[config.mk]
export PLATFORM = sky130hd
export DESIGN_NAME = i2c_master_register_access_core
export DESIGN_NICKNAME = d
export VERILOG_FILES = /design/src/hdl/i2c_mra_pkg.sv /design/src/hdl/i2c_mra_ctrl.sv /design/src/hdl/i2c_mra_outbuf.sv /design/src/hdl/i2c_master_register_access_core.sv
export SDC_FILE = /design/constraint.sdc
export NUM_CORES = 1
export LEC_CHECK = 0
export BUFFER_PORTS_ARGS = -buffer_cell sky130_fd_sc_hd__buf_4
export CAP_MARGIN = 20
export CORE_MARGIN = 3
export CORE_UTILIZATION = 30
export DETAILED_ROUTE_END_ITERATION = 6
export GPL_ROUTABILITY_DRIVEN = 1
export MAX_ROUTING_LAYER = met4
export SYNTH_ARGS = -nofsm -noshare
export SYNTH_HDL_FRONTEND = slang
export SYNTH_SLANG_ARGS = --single-unit
export TNS_END_PERCENT = 10
[constraint.sdc]
create_clock -name i_clk -period 5.3 [get_ports i_clk]
set_input_delay 0.53 -clock i_clk [delete_from_list [all_inputs] [get_ports i_clk]]
set_output_delay 0.53 -clock i_clk [all_outputs]
set_load 0.1 [all_outputs]
[src/hdl/i2c_mra_pkg.sv]
// Shared types and constants for the I2C master register access block.
package i2c_mra_pkg;

    localparam int unsigned PHASE_W   = 5;
    localparam int unsigned TMO_REG_W = 10;

    localparam logic [TMO_REG_W-1:0] ACK_TIMEOUT_RST = 10'd100;

    localparam logic [1:0] REQ_TICK  = 2'd0;
    localparam logic [1:0] REQ_WRITE = 2'd1;
    localparam logic [1:0] REQ_READ  = 2'd2;
    localparam logic [1:0] REQ_DATA  = 2'd3;

    localparam logic [PHASE_W-1:0] PH_IDLE     = 5'd0;
    localparam logic [PHASE_W-1:0] PH_START    = 5'd1;
    localparam logic [PHASE_W-1:0] PH_TX_DEV   = 5'd2;
    localparam logic [PHASE_W-1:0] PH_ACK_DEV  = 5'd3;
    localparam logic [PHASE_W-1:0] PH_TX_REG   = 5'd4;
    localparam logic [PHASE_W-1:0] PH_ACK_REG  = 5'd5;
    localparam logic [PHASE_W-1:0] PH_NEED     = 5'd6;
    localparam logic [PHASE_W-1:0] PH_TX_DATA  = 5'd7;
    localparam logic [PHASE_W-1:0] PH_ACK_DATA = 5'd8;
    localparam logic [PHASE_W-1:0] PH_RSTART   = 5'd9;
    localparam logic [PHASE_W-1:0] PH_TX_DEVR  = 5'd10;
    localparam logic [PHASE_W-1:0] PH_ACK_DEVR = 5'd11;
    localparam logic [PHASE_W-1:0] PH_RX       = 5'd12;
    localparam logic [PHASE_W-1:0] PH_MACK     = 5'd13;
    localparam logic [PHASE_W-1:0] PH_STOP     = 5'd14;
    localparam logic [PHASE_W-1:0] PH_STOP_ERR = 5'd15;

    localparam logic [7:0] MSB_MASK = 8'h80;

    typedef struct packed {
        logic       scl_out;
        logic       sda_out;
        logic       busy_res;
        logic       need_data;
        logic       rd_valid;
        logic [7:0] rd_data;
        logic       rd_last;
        logic       done_res;
        logic       error;
    } t_result;

endpackage

[src/hdl/i2c_mra_ctrl.sv]
// Transaction sequencer: bus phase state, bit timing and per-request result logic.
module i2c_mra_ctrl #(
    parameter int unsigned COUNT_BITS   = 16,
    parameter int unsigned TIMEOUT_BITS = 10
) (
    input  logic                             i_clk,
    input  logic                             i_rst_n,
    input  logic                             i_cfg_we,
    input  logic [i2c_mra_pkg::TMO_REG_W-1:0] i_cfg_data,
    input  logic                             i_accept,
    input  logic [1:0]                       i_req_type,
    input  logic [6:0]                       i_dev_addr,
    input  logic [7:0]                       i_mem_addr,
    input  logic [15:0]                      i_byte_count,
    input  logic [7:0]                       i_wr_data,
    input  logic                             i_sda_in,
    output i2c_mra_pkg::t_result             o_result
);
    import i2c_mra_pkg::*;

    localparam int unsigned CMP_W = (TIMEOUT_BITS > TMO_REG_W) ? TIMEOUT_BITS : TMO_REG_W;

    logic [TMO_REG_W-1:0]    r_ack_timeout;
    logic [PHASE_W-1:0]      r_phase, n_phase;
    logic [1:0]              r_tick, n_tick;
    logic [2:0]              r_bit, n_bit;
    logic [7:0]              r_shift, n_shift;
    logic [COUNT_BITS-1:0]   r_left, n_left;
    logic [TIMEOUT_BITS-1:0] r_wait, n_wait;
    logic [6:0]              r_dev, n_dev;
    logic [7:0]              r_reg, n_reg;
    logic                    r_read, n_read;

    logic                  scl, sdo, rv, rl, done, err;
    logic [7:0]            rd;
    logic                  last_bit, one_left;
    logic [COUNT_BITS-1:0] left_dec;
    logic [CMP_W-1:0]      wait_ext, tmo_ext;
    logic [7:0]            rx_byte;

    always_comb begin
        n_phase  = r_phase;
        n_tick   = r_tick;
        n_bit    = r_bit;
        n_shift  = r_shift;
        n_left   = r_left;
        n_wait   = r_wait;
        n_dev    = r_dev;
        n_reg    = r_reg;
        n_read   = r_read;
        scl      = 1'b1;
        sdo      = 1'b1;
        rv       = 1'b0;
        rd       = '0;
        rl       = 1'b0;
        done     = 1'b0;
        err      = 1'b0;
        last_bit = (r_bit == 3'd7);
        one_left = (r_left == COUNT_BITS'(1));
        left_dec = r_left - COUNT_BITS'(1);
        wait_ext = CMP_W'(r_wait);
        tmo_ext  = CMP_W'(r_ack_timeout);
        rx_byte  = {r_shift[6:0], i_sda_in};

        unique case (r_phase)
            PH_IDLE: begin
                if (i_req_type == REQ_WRITE || i_req_type == REQ_READ) begin
                    n_dev   = i_dev_addr;
                    n_reg   = i_mem_addr;
                    n_left  = i_byte_count[COUNT_BITS-1:0];
                    n_read  = (i_req_type == REQ_READ);
                    n_phase = PH_START;
                    n_tick  = '0;
                    n_bit   = '0;
                    n_wait  = '0;
                end
            end
            PH_START, PH_RSTART: begin
                scl = (r_tick == 2'd1) || (r_tick == 2'd2);
                sdo = (r_tick <= 2'd1);
                if (r_tick == 2'd3) begin
                    n_shift = {r_dev, (r_phase == PH_RSTART)};
                    n_phase = (r_phase == PH_RSTART) ? PH_TX_DEVR : PH_TX_DEV;
                    n_tick  = '0;
                    n_bit   = '0;
                    n_wait  = '0;
                end else begin
                    n_tick = r_tick + 2'd1;
                end
            end
            PH_TX_DEV, PH_TX_REG, PH_TX_DATA, PH_TX_DEVR: begin
                scl = (r_tick == 2'd1) || (r_tick == 2'd2);
                sdo = |(r_shift & MSB_MASK);
                if (r_tick == 2'd3) begin
                    n_shift = {r_shift[6:0], 1'b0};
                    n_tick  = '0;
                    if (last_bit) begin
                        n_phase = r_phase + PHASE_W'(1);
                        n_bit   = '0;
                        n_wait  = '0;
                    end else begin
                        n_bit = r_bit + 3'd1;
                    end
                end else begin
                    n_tick = r_tick + 2'd1;
                end
            end
            PH_ACK_DEV, PH_ACK_REG, PH_ACK_DATA, PH_ACK_DEVR: begin
                if (r_tick == 2'd0) begin
                    scl    = 1'b0;
                    n_tick = 2'd1;
                end else if (r_tick == 2'd1) begin
                    n_tick = 2'd2;
                end else if (!i_sda_in) begin
                    n_tick = '0;
                    n_bit  = '0;
                    n_wait = '0;
                    unique case (r_phase)
                        PH_ACK_DEV: begin
                            n_shift = r_reg;
                            n_phase = PH_TX_REG;
                        end
                        PH_ACK_REG: begin
                            if (r_read) begin
                                n_phase = PH_RSTART;
                            end else begin
                                n_phase = (r_left == '0) ? PH_STOP : PH_NEED;
                            end
                        end
                        PH_ACK_DATA: begin
                            n_left  = left_dec;
                            n_phase = (left_dec == '0) ? PH_STOP : PH_NEED;
                        end
                        default: begin
                            n_shift = '0;
                            n_phase = (r_left == '0) ? PH_STOP : PH_RX;
                        end
                    endcase
                end else if (wait_ext >= tmo_ext || (&r_wait)) begin
                    n_phase = PH_STOP_ERR;
                    n_tick  = '0;
                    n_bit   = '0;
                    n_wait  = '0;
                end else begin
                    n_wait = r_wait + TIMEOUT_BITS'(1);
                end
            end
            PH_NEED: begin
                scl = 1'b0;
                if (i_req_type == REQ_DATA) begin
                    n_shift = i_wr_data;
                    n_phase = PH_TX_DATA;
                    n_tick  = '0;
                    n_bit   = '0;
                    n_wait  = '0;
                end
            end
            PH_RX: begin
                scl = (r_tick == 2'd1) || (r_tick == 2'd2);
                if (r_tick == 2'd2) begin
                    n_shift = rx_byte;
                    if (last_bit) begin
                        rv = 1'b1;
                        rd = rx_byte;
                        rl = one_left;
                    end
                end
                if (r_tick == 2'd3) begin
                    n_tick = '0;
                    if (last_bit) begin
                        n_phase = PH_MACK;
                        n_bit   = '0;
                        n_wait  = '0;
                    end else begin
                        n_bit = r_bit + 3'd1;
                    end
                end else begin
                    n_tick = r_tick + 2'd1;
                end
            end
            PH_MACK: begin
                scl = (r_tick == 2'd1) || (r_tick == 2'd2);
                sdo = one_left;
                if (r_tick == 2'd3) begin
                    n_left  = left_dec;
                    n_shift = '0;
                    n_phase = (left_dec == '0) ? PH_STOP : PH_RX;
                    n_tick  = '0;
                    n_bit   = '0;
                    n_wait  = '0;
                end else begin
                    n_tick = r_tick + 2'd1;
                end
            end
            PH_STOP, PH_STOP_ERR: begin
                scl = (r_tick >= 2'd1);
                sdo = (r_tick >= 2'd2);
                if (r_tick >= 2'd2) begin
                    done    = 1'b1;
                    err     = (r_phase == PH_STOP_ERR);
                    n_phase = PH_IDLE;
                    n_tick  = '0;
                    n_bit   = '0;
                    n_wait  = '0;
                end else begin
                    n_tick = r_tick + 2'd1;
                end
            end
            default: begin
                n_phase = PH_IDLE;
                n_tick  = '0;
                n_bit   = '0;
                n_wait  = '0;
            end
        endcase
    end

    always_comb begin
        o_result.scl_out   = scl;
        o_result.sda_out   = sdo;
        o_result.busy_res  = (n_phase != PH_IDLE);
        o_result.need_data = (n_phase == PH_NEED);
        o_result.rd_valid  = rv;
        o_result.rd_data   = rd;
        o_result.rd_last   = rl;
        o_result.done_res  = done;
        o_result.error     = err;
    end

    always_ff @(posedge i_clk) begin
        if (!i_rst_n) begin
            r_ack_timeout <= ACK_TIMEOUT_RST;
        end else if (i_cfg_we) begin
            r_ack_timeout <= i_cfg_data;
        end
    end

    always_ff @(posedge i_clk) begin
        if (!i_rst_n) begin
            r_phase <= PH_IDLE;
            r_tick  <= '0;
            r_bit   <= '0;
            r_shift <= '0;
            r_left  <= '0;
            r_wait  <= '0;
            r_dev   <= '0;
            r_reg   <= '0;
            r_read  <= 1'b0;
        end else if (i_accept) begin
            r_phase <= n_phase;
            r_tick  <= n_tick;
            r_bit   <= n_bit;
            r_shift <= n_shift;
            r_left  <= n_left;
            r_wait  <= n_wait;
            r_dev   <= n_dev;
            r_reg   <= n_reg;
            r_read  <= n_read;
        end
    end

    assert property (@(posedge i_clk) disable iff (!i_rst_n)
        (r_phase == PH_IDLE) |-> (r_tick == 2'd0 && r_bit == 3'd0 && r_wait == '0))
        else $error("idle phase with timing counters not cleared");

    assert property (@(posedge i_clk) disable iff (!i_rst_n)
        (r_wait != '0) |-> (r_phase == PH_ACK_DEV || r_phase == PH_ACK_REG ||
                            r_phase == PH_ACK_DATA || r_phase == PH_ACK_DEVR))
        else $error("ack wait count running outside an ack phase");

    assert property (@(posedge i_clk) disable iff (!i_rst_n)
        (r_phase == PH_NEED || r_phase == PH_RX || r_phase == PH_MACK) |-> (r_left != '0))
        else $error("byte phase entered with no bytes left");

endmodule

[src/hdl/i2c_mra_outbuf.sv]
// Result register with one skid entry, so one further request is taken under output stall.
module i2c_mra_outbuf (
    input  logic                 i_clk,
    input  logic                 i_rst_n,
    input  logic                 i_in_valid,
    output logic                 o_in_stall,
    input  i2c_mra_pkg::t_result i_result,
    output logic                 o_out_valid,
    input  logic                 i_out_stall,
    output i2c_mra_pkg::t_result o_result
);
    import i2c_mra_pkg::*;

    logic    r_out_v, r_skid_v;
    t_result r_out, r_skid;
    logic    accept, out_ready;

    assign o_in_stall  = r_skid_v;
    assign accept      = i_in_valid && !r_skid_v;
    assign out_ready   = !r_out_v || !i_out_stall;
    assign o_out_valid = r_out_v;
    assign o_result    = r_out;

    always_ff @(posedge i_clk) begin
        if (!i_rst_n) begin
            r_out_v  <= 1'b0;
            r_skid_v <= 1'b0;
        end else if (out_ready) begin
            if (r_skid_v) begin
                r_out_v  <= 1'b1;
                r_skid_v <= 1'b0;
            end else begin
                r_out_v <= accept;
            end
        end else if (accept) begin
            r_skid_v <= 1'b1;
        end
    end

    always_ff @(posedge i_clk) begin
        if (out_ready) begin
            if (r_skid_v) begin
                r_out <= r_skid;
            end else if (accept) begin
                r_out <= i_result;
            end
        end else if (accept) begin
            r_skid <= i_result;
        end
    end

    assert property (@(posedge i_clk) disable iff (!i_rst_n)
        r_skid_v |-> r_out_v)
        else $error("skid entry held while result register empty");

    assert property (@(posedge i_clk) disable iff (!i_rst_n)
        (r_out_v && (r_out.rd_last || r_out.rd_data != 8'd0)) |-> r_out.rd_valid)
        else $error("read data present without read valid");

    assert property (@(posedge i_clk) disable iff (!i_rst_n)
        (r_out_v && r_out.error) |-> (r_out.done_res && !r_out.busy_res))
        else $error("error flagged outside transaction end");

endmodule

[src/hdl/i2c_master_register_access_core.sv]
// Top level of the I2C master register access block.
// Usage:
//   Input channel (i_in_valid / o_in_stall) carries one request per accepted
//   edge: a bus timing tick, a begin-write or begin-read command, or a write
//   byte, together with the sampled SDA level.
//   Output channel (o_out_valid / i_out_stall) returns exactly one result per
//   request: SCL/SDA levels to drive, busy, need_data, received byte with
//   valid/last flags, done and error.
//   Each sent or received bit spans four requests (SCL low, high, high, low).
//   Results are registered: in the result register, or in the skid entry.
//   Throughput: one request per cycle while o_in_stall is low; the sequencer
//   state updates in a single pass between the state registers and the result register.
//   When the receiver stalls, one further request is taken into a skid
//   entry; o_in_stall then rises until the result register drains.
//   i_cfg_we writes the ACK timeout register; write it only when idle.
//   Reset (synchronous, active low) returns the bus to idle, clears both
//   result entries and sets the ACK timeout to 100 ticks.
module i2c_master_register_access_core #(
    parameter int unsigned COUNT_BITS   = 16,
    parameter int unsigned TIMEOUT_BITS = 10
) (
    input  logic                              i_clk,
    input  logic                              i_rst_n,
    input  logic                              i_cfg_we,
    input  logic [i2c_mra_pkg::TMO_REG_W-1:0] i_cfg_data,
    input  logic                              i_in_valid,
    output logic                              o_in_stall,
    input  logic [1:0]                        i_req_type,
    input  logic [6:0]                        i_dev_addr,
    input  logic [7:0]                        i_mem_addr,
    input  logic [15:0]                       i_byte_count,
    input  logic [7:0]                        i_wr_data,
    input  logic                              i_sda_in,
    output logic                              o_out_valid,
    input  logic                              i_out_stall,
    output logic                              o_scl_out,
    output logic                              o_sda_out,
    output logic                              o_busy_res,
    output logic                              o_need_data,
    output logic                              o_rd_valid,
    output logic [7:0]                        o_rd_data,
    output logic                              o_rd_last,
    output logic                              o_done_res,
    output logic                              o_error
);
    import i2c_mra_pkg::*;

    t_result step_res, out_res;
    logic    accept;

    assign accept = i_in_valid && !o_in_stall;

    i2c_mra_ctrl #(
        .COUNT_BITS   (COUNT_BITS),
        .TIMEOUT_BITS (TIMEOUT_BITS)
    ) u_ctrl (
        .i_clk        (i_clk),
        .i_rst_n      (i_rst_n),
        .i_cfg_we     (i_cfg_we),
        .i_cfg_data   (i_cfg_data),
        .i_accept     (accept),
        .i_req_type   (i_req_type),
        .i_dev_addr   (i_dev_addr),
        .i_mem_addr   (i_mem_addr),
        .i_byte_count (i_byte_count),
        .i_wr_data    (i_wr_data),
        .i_sda_in     (i_sda_in),
        .o_result     (step_res)
    );

    i2c_mra_outbuf u_outbuf (
        .i_clk       (i_clk),
        .i_rst_n     (i_rst_n),
        .i_in_valid  (i_in_valid),
        .o_in_stall  (o_in_stall),
        .i_result    (step_res),
        .o_out_valid (o_out_valid),
        .i_out_stall (i_out_stall),
        .o_result    (out_res)
    );

    assign o_scl_out   = out_res.scl_out;
    assign o_sda_out   = out_res.sda_out;
    assign o_busy_res  = out_res.busy_res;
    assign o_need_data = out_res.need_data;
    assign o_rd_valid  = out_res.rd_valid;
    assign o_rd_data   = out_res.rd_data;
    assign o_rd_last   = out_res.rd_last;
    assign o_done_res  = out_res.done_res;
    assign o_error     = out_res.error;

endmodule

* After elaboration in Yosys (flattened, before gate mapping) *
Cells that the tools add are included.

storage, ports and cells
  output and inout bits = 18
  flip-flop bits (word level) = 104
  input bits = 57
  word-level logic and storage cells = 204

cells by class
  reductions and logical operators = 34
  order comparisons = 4
  muxes and demuxes = 88
  bitwise gates (word level) = 2
  add/subtract/negate cells = 5
  equality and inequality tests = 41

operator list
  operator               number
  $mux 16                8
  $mux 10                10
  $mux 8                 11
  $mux 5                 14
  $pmux 10 s6            1
  $pmux 16 s3            1
  $pmux 8 s6             1
  $eq 5x4->1 const B     8
  $pmux 5 s8             1
  $logic_not 16->1       2
  $mux 3                 10
  $eq 5x3->1 const B     5
  $ne 2x1->1 const B     11
  $mux 2                 10
  $pmux 3 s6             1
  $reduce_and 9->1       2
  $eq 16x1->1 const B    1
  $pmux 8 s2             1
  $sub 16x1->16 const B  1
  $pmux 5 s3             1
  $mux 1                 12
  $mux 4                 3
  $reduce_and 11->1      1
  $add 10x1->10 const B  1
  37 further kinds       57

* Logic depth before layout (Yosys ltp) *
Gate-level depths: netlist (run 1).

  word-level depth = 11
  gate-level depth with buffers = 12
  depth with buffers taken out = 9

* By module *
From an unflattened synthesis (run 1), not the netlist that was laid out.

unflattened totals
  cells, all modules = 707
  area total of the unflattened synthesis = 6100.9 um^2

modules (own cells, without submodules)
  module                           seq. area each (um^2)  times used  area each (um^2)  cells an instance
  i2c_mra_ctrl                     1401.3                 1           4797.1            648
  i2c_mra_outbuf                   1001.0                 1           1290.0            58
  i2c_master_register_access_core  0.0                    1           13.8              1

* Worst setup path after synthesis (run 1) *
OpenSTA, ideal clock, no wires.

  path type = register to register
  from = register u_outbuf.r_skid_v, in the netlist u_outbuf.o_in_stall
  to = register u_outbuf.r_out (netlist bit u_outbuf.o_result[0]) (enable)
  path buffers = 1
  setup time = 394 ps
  setup slack = 2624 ps
  clock period less this slack = 2676 ps
  data arrival time = 2282 ps
  data required time = 4906 ps
  stages on the path, launching flop included = 4
  path through = dfxtp_1 > clkbuf_1 > nor2_1 > a21oi_1

between the ends
  longest elaborated chain between the ends = 4

ends and longest elaborated chain
  what                                    RTL line              text
  start: declaration                      i2c_mra_outbuf.sv:14  logic r_out_v, r_skid_v;
  start signal: assignment                i2c_mra_outbuf.sv:27  r_skid_v <= 1'b0;
  start signal: assignment                i2c_mra_outbuf.sv:31  r_skid_v <= 1'b0;
  start signal: assignment                i2c_mra_outbuf.sv:36  r_skid_v <= 1'b1;
  $logic_not 1->1                         i2c_mra_outbuf.sv:19  assign accept = i_in_valid && !r_skid_v;
  $logic_and 1x1->1                       i2c_mra_outbuf.sv:19
  $reduce_bool 2->1 (no source line) (*)  -
  $reduce_and 2->1 (no source line) (*)   -
  end signal: assignment                  i2c_mra_outbuf.sv:43  r_out <= r_skid;
  end signal: assignment                  i2c_mra_outbuf.sv:45  r_out <= i_result;
  end: declaration                        i2c_mra_outbuf.sv:15  t_result r_out, r_skid;

Mark *: on every way between the ends. The rest lies on a longest branch, timed or not.
A chain may end at the register's enable or synchronous reset.

* Worst setup path in the final report (run 1) *
  from = register u_outbuf.r_skid_v, in the netlist u_outbuf.o_in_stall
  to = register u_ctrl.r_left[5]

between the ends
  longest elaborated chain between the ends = 3

ends and longest elaborated chain
  what                               RTL line                               text
  $logic_not 1->1                    i2c_master_register_access_core.sv:51  assign accept = i_in_valid && !o_in_stall;
  $logic_and 1x1->1                  i2c_master_register_access_core.sv:51
  $reduce_and 8->1 (no source line)  -
  end signal: assignment             i2c_mra_ctrl.sv:254                    r_left <= n_left;
  end: declaration                   i2c_mra_ctrl.sv:28                     logic [COUNT_BITS-1:0] r_left, n_left;

Every way passes these cells.

==> results of run 1 <==
==> path summary, 6_finish.rpt <==
kind                                   to  slack (ns)  depth (start not counted)
setup / recovery         u_ctrl.r_left[5]        2.03                          6
hold / removal    u_ctrl.r_ack_timeout[2]        0.39                          3
hold reg to reg           u_ctrl.r_dev[6]        0.46                          2
setup reg to reg         u_ctrl.r_left[5]        2.03                          6
==> cell families after synthesis <==
| kind of cell | Yosys count |
|---|---|
| compound gates | 174 |
| xor+xnor | 14 |
| flops | 104 |
| simple gates | 285 |
| fa+ha+maj | 29 |
| buf+inv | 63 |
| mux | 18 |
==> cells in the final DEF (no fill, tap or decap), types with 5 or more instances in the layout <==
cell,instances
a211oi_1,8
a21o_1,5
a21oi_1,46
a222oi_1,8
a311oi_1,12
a31oi_1,11
a41oi_1,5
and2_1,12
and3_1,7
buf_4,82
clkbuf_16,9
dfxtp_1,72
edfxtp_1,32
ha_1,29
inv_1,27
mux2_2,10
mux2i_1,8
nand2_1,85
nand2b_1,5
nand3_1,12
nand3b_1,8
nand4_1,13
nor2_1,81
nor2b_1,10
nor3_1,17
nor4_1,5
o211ai_1,10
o21a_1,8
o21ai_0,15
o221a_2,7
or3_1,7
xnor2_1,5
xor2_1,9
==> metal layers <==
metal / up-vias / wire, um / GRT usage
met1: 2489 / 7440 / 0.198
met2: 171 / 7070 / 0.223
met3: 34 / 799 / 0.0215
met5: - / 0 / -
met4: 0 / 471 / 0.0573
li1: 2659 / - / -
==> synth_stat cells (7+ instances only) <==
| library cell | count |
|---|---|
| a211oi_1 | 8 |
| a21oi_1 | 46 |
| a222oi_1 | 8 |
| a311oi_1 | 12 |
| a31oi_1 | 11 |
| and2_1 | 12 |
| and3_1 | 7 |
| buf_2 | 10 |
| clkbuf_1 | 24 |
| dfxtp_1 | 72 |
| edfxtp_1 | 32 |
| ha_1 | 29 |
| inv_1 | 27 |
| mux2_2 | 10 |
| mux2i_1 | 8 |
| nand2_1 | 85 |
| nand3_1 | 12 |
| nand3b_1 | 8 |
| nand4_1 | 13 |
| nor2_1 | 81 |
| nor2b_1 | 10 |
| nor3_1 | 17 |
| o211ai_1 | 10 |
| o21a_1 | 8 |
| o21ai_0 | 15 |
| o221a_2 | 7 |
| or3_1 | 7 |
| xor2_1 | 9 |
==> where the power goes <==
group | internal [uW] | total (uW) | switching (uW)
sequential | 873 | 926 | 53.1
combinational | 207 | 561 | 354
clock | 341 | 692 | 351
==> per-stage QoR <==
stage,utilization,total power [uW],setup slack (ns)
floorplan,-,1340,2.62
global route,0.365,2290,1.74
finish,0.365,2180,2.03
global placement,0.348,1500,2.13
detailed placement,0.348,1500,2.03
CTS,0.364,2200,2.01
==> critical path: stages, from the launching register on <==
cell and delay (ns):
dfxtp_1 0.60, nor2b_1 0.79, o21ai_0 0.23, nor2_1 0.39
nand2_1 0.61, o21a_1 0.37, o21a_1 0.16
==> cell type report <==
cell class | count | area, um^2
clock buffer | 9 | 225
clock inverter | 7 | 93.8
fill | 2040 | 12400
inverter | 28 | 105
multi-input combinational | 520 | 3370
sequential | 104 | 2400
tap | 265 | 332
timing repair buffer | 83 | 631
==> impl_results.md, run 1 <==
- Routed WL per cell: 15.5 um
- Worst-Skew Late Latency: 0.36 ns
- Gpl congestion: 0.916
- Post-synthesis sequential area ratio: 0.399
- Max FO, Critical Path: 28
- Yosys top cell by area: dfxtp_1
- Hold slack: 0.392 ns
- Grt total ovfl: 0
- Max VDD drop: 0.000163 V
- Synthesized instance count: 687
- Fin crit share: 0.617
- Global-route usage over all layers: 0.147
- # port buffers: 74
- Final ANT Viol Nets: 0
- Fraction of synthesized cell area in xor and xnor cells: 0.0204
- Critical Path Source: u_outbuf.o_in_stall
- Crit start category: flop
- Top_reg_cell synth: dfxtp_1
- Synth Area in Simple Gates: 0.238
- Row cnt: 51
- # setup viols final: 0
- Synth unique cells: 71
- Syn_nets: 773
- HP Class: in -> reg
- Placed Area: 6820 um^2
- Share of layout cells above drive strength 1: 0.174
- Synth top area share: 0.240
- Max_slew headroom: 0.401
- Post-synthesis compound-gate area fraction: 0.208
- Synth Cell Area: 6020 um^2
- Post-Route WL: 15,800 um
- Vias in the first global route: 4,946
- Max-Cap Viols: 0
- Crit path required time: 5.56 ns
- CTS Buffer Depth: 2
- CP arrival: 3.53 ns
- Die X: 148 um
- Worst clock skew: 0.0105 ns
- Detailed Routing Iterations Pass 1: 6
- DPL Wire Length: 11,400 um
- Setup Crit Path Kind: reg -> reg
- Yosys warns: 0
- Clk slew on worst S/H paths: 0.08 ns
- Root Buffer: clkbuf_16
- Syn Area/Cell: 8.76 um^2
- P_leak: 0.00273 uW
- Violation count after the first detailed-route iteration: 368
- Sink Count: 104
- Post-layout instance area: 7160 um^2
- Max Freq: 0.306 GHz
- CTS tree: yes
- RSZ-0062 raised after global routing: false
- ANT cells: 0
- Num CTS Buffers: 9
- Pin count of the biggest net entering global routing: 34
- CP Capture Type: flop
- Count of hold buffers inserted by post-cts repair: 0
- Post-CTS Setup Bufs: 0
- CTS resizes: 0
- Starting density of the core: 0.307
- Nets: 832
- Top cells by area, synth: dfxtp_1 24%, edfxtp_1 16%, ha_1 6.0%
- Post-synth EDFFs: 32
- Largest family of logic cells by synthesized area: simple AND/OR/NAND/NOR gates
- First-pass GRT wire length: 25,400 um
- Slew Viols, Final: 0
- Die area: 21,800 um^2
- Yosys reg bits: 104
- Hold Startpoint: i_cfg_data[2]
- Die Ht: 148 um
- Power Density: 304 nW/um^2
- Post-synth ARST share: 0
- Mux cell area share after synthesis: 0.0320
- Worst R2R Start: u_outbuf.o_in_stall
- Core area: 19,600 um^2
- Via density: 5.27
- Final Hold Viols: 0
- Setup TNS: 0 ns
- H-Tree Depth: 3
- Initial antenna violation count: 0
- Synthesized-area fraction occupied by adder cells: 0.0603
- Worst-Margin Slew: 0.897 ns
- DR vias: 5,353
- Area Growth Syn to Fin: 18.9%
- Cell total after placement: 998
- Status: completed
- I/O pins: 75
- DRC Markers: 0
- Clock period minus worst slack: 3.27 ns
- Finished Layout Cells: 1,016
No activity file was read; power rests on OpenSTA's default activity.
==> run 2: changes to the inputs <==
==> constraint.sdc (replaced) <==
create_clock -name i_clk -period 3 [get_ports i_clk]
set_input_delay 0.3 -clock i_clk [delete_from_list [all_inputs] [get_ports i_clk]]
set_output_delay 0.3 -clock i_clk [all_outputs]
set_load 0.1 [all_outputs]
==> run 2 against run 1 <==
First-iteration DRC count up 14%. Combinational power grew 91%. Highest routed layer unchanged. Critical path depth grew 3.
==> impl_results.md, run 2 (synthesis gave the netlist of run 1 again) <==
- Setup Crit Path Kind: reg -> reg
- CTS Buffer Depth: 2
- RR Endpoint: u_outbuf.o_result[12]
- CTS tree: yes
- Status: completed
- Detailed Routing Iterations Pass 1: 6
- Max_slew headroom: 0.579
- HP Class: in -> reg
- Core area: 19,600 um^2
- Pin count of the biggest net entering global routing: 37
- DRC Markers: 0
- FILL cells: 1,987
- Area of the multi-input gates: 3410 um^2
- Num CTS Buffers: 9
- R2R setup slack: 0.17 ns
- Max Freq: 0.354 GHz
- Die X: 148 um
- Depth of the most critical reg-to-reg path: 9
- Worst R2R Start: u_ctrl.r_left[1]
- Slew Viols, Final: 0
- Sink Count: 104
- Final ANT Viol Nets: 0
- Worst hold endpoint: u_ctrl.r_ack_timeout[6]
- Highest-count cells in the layout ignoring fill and taps: 111 x buf_4, 85 x nand2_1, 79 x nor2_1
- Via density: 5.21
- DPL Wire Length: 12,200 um
- Hold slack: 0.169 ns
- # port buffers: 74
- CP arrival: 2.94 ns
- Violation count after the first detailed-route iteration: 419
- Sequential Area: 2400 um^2
- Worst clock skew: 0.00749 ns
- Power Density: 526 nW/um^2
- Clock Power Share: 0.313
- Worst-Skew Late Latency: 0.36 ns
- Final Core Density: 0.381
- Reg power frac: 0.415
- I/O pins: 75
- Crit start category: flop
- Initial antenna violation count: 0
- Comb pwr share: 0.272
- Worst-Margin Slew: 0.631 ns
- Crit path required time: 3.11 ns
- Share of layout cells above drive strength 1: 0.217
- Final Hold Viols: 0
- First-pass GRT wire length: 26,900 um
- RSZ-0062 raised after global routing: true
- Most common cell after layout, fill and taps aside: buf_4
- Root Buffer: clkbuf_16
- Fin crit share: 0.943
- Die area: 21,800 um^2
- Switching pwr: 1350 uW
- Global-route usage over all layers: 0.157
- Clk slew on worst S/H paths: 0.08 ns
- Row cnt: 51
- Routed WL per cell: 15.6 um
- P_leak: 0.00292 uW
- Post-layout instance area: 7460 um^2
- Die Ht: 148 um
- ANT cells: 0
- # setup viols final: 0
- Max FO, Critical Path: 5
- Post-Route WL: 16,400 um
- H-Tree Depth: 3
- Nets: 863
- Clock period minus worst slack: 2.83 ns
- Max-Cap Viols: 0
- CP Capture Type: flop
- Area Growth Syn to Fin: 24.0%
- Gpl congestion: 0.921
- DR vias: 5,458
- Worst hold stages: 3
- Sw frac: 0.345
- Starting density of the core: 0.307
- Placed Area: 7100 um^2
- Vias in the first global route: 5,166
- Max VDD drop: 0.000284 V
- Hold Startpoint: i_cfg_data[6]
- Pint: 2570 uW
- Grt total ovfl: 0
run 2: stage by stage:
stage / setup WS (ns) / total power [uW] / cells / setup TNS, ns
after floorplan: 0.324 / 2370 / 687 / 0
after global placement: 0.0618 / 2720 / 1031 / 0
after detailed placement: 0.0387 / 2710 / 1031 / 0
after CTS: 0.0328 / 3950 / 1047 / 0
after global routing: -0.00930 / 4140 / 1047 / -0.00930
final: 0.172 / 3930 / 1047 / 0
run 2: area by class of cell:
| type | instances | area share |
|---|---|---|
| multi-input combinational | 520 | 0.457 |
| tap | 265 | 0.0444 |
| timing repair buffer | 114 | 0.120 |
| clock inverter | 7 | 0.0126 |
| clock buffer | 9 | 0.0302 |
| inverter | 28 | 0.0141 |
| sequential | 104 | 0.322 |
run 2: power by group through the flow:
stage                     sequential, uW  clock, uW  combinational [uW]
after floorplan                     1760          0                 611
after global placement              1660          0                1060
after detailed placement            1660          0                1050
after CTS                           1630       1270                1060
after global routing                1640       1320                1180
final                               1630       1230                1070
run 2: worst max path at each step:
stage                             start                    end  slack (ns)  cells past startpoint
detailed placement    u_ctrl.r_phase[1]  u_outbuf.o_result[12]        0.04                      9
finish                 u_ctrl.r_left[1]  u_outbuf.o_result[12]        0.17                      9
global placement      u_ctrl.r_phase[1]  u_outbuf.o_result[13]        0.06                      9
floorplan           u_outbuf.o_in_stall   u_outbuf.o_result[0]        0.32                      3
global route           u_ctrl.r_left[1]    u_outbuf.r_skid[12]      -0.009                      9
CTS                   u_ctrl.r_phase[1]  u_outbuf.o_result[13]        0.03                      9
run 2: what timing repair did:
item                       in CTS  in global routing
resized for setup               0                 10
setup buffers                   0                  0
setup endpoints to repair       0                 11
hold buffers                    0                  0
run 2: metal layers:
metal / vias to the layer above / track usage / share of wire
met3: 26 / 0.0279 / 0.050
met2: 148 / 0.228 / 0.44
met5: - / - / 0
li1: 2724 / - / -
met4: 0 / 0.0499 / 0.023
met1: 2560 / 0.221 / 0.48
run 2: worst max-delay path: stages (launching register included):
cell      delay [ns]
dfxtp_1         0.35
inv_1           0.10
ha_1            0.17
or4b_4          0.52
nor3b_4         0.27
xnor2_1         0.14
nand4b_1        0.14
o41a_1          0.36
o31a_1          0.32
a41o_1          0.21
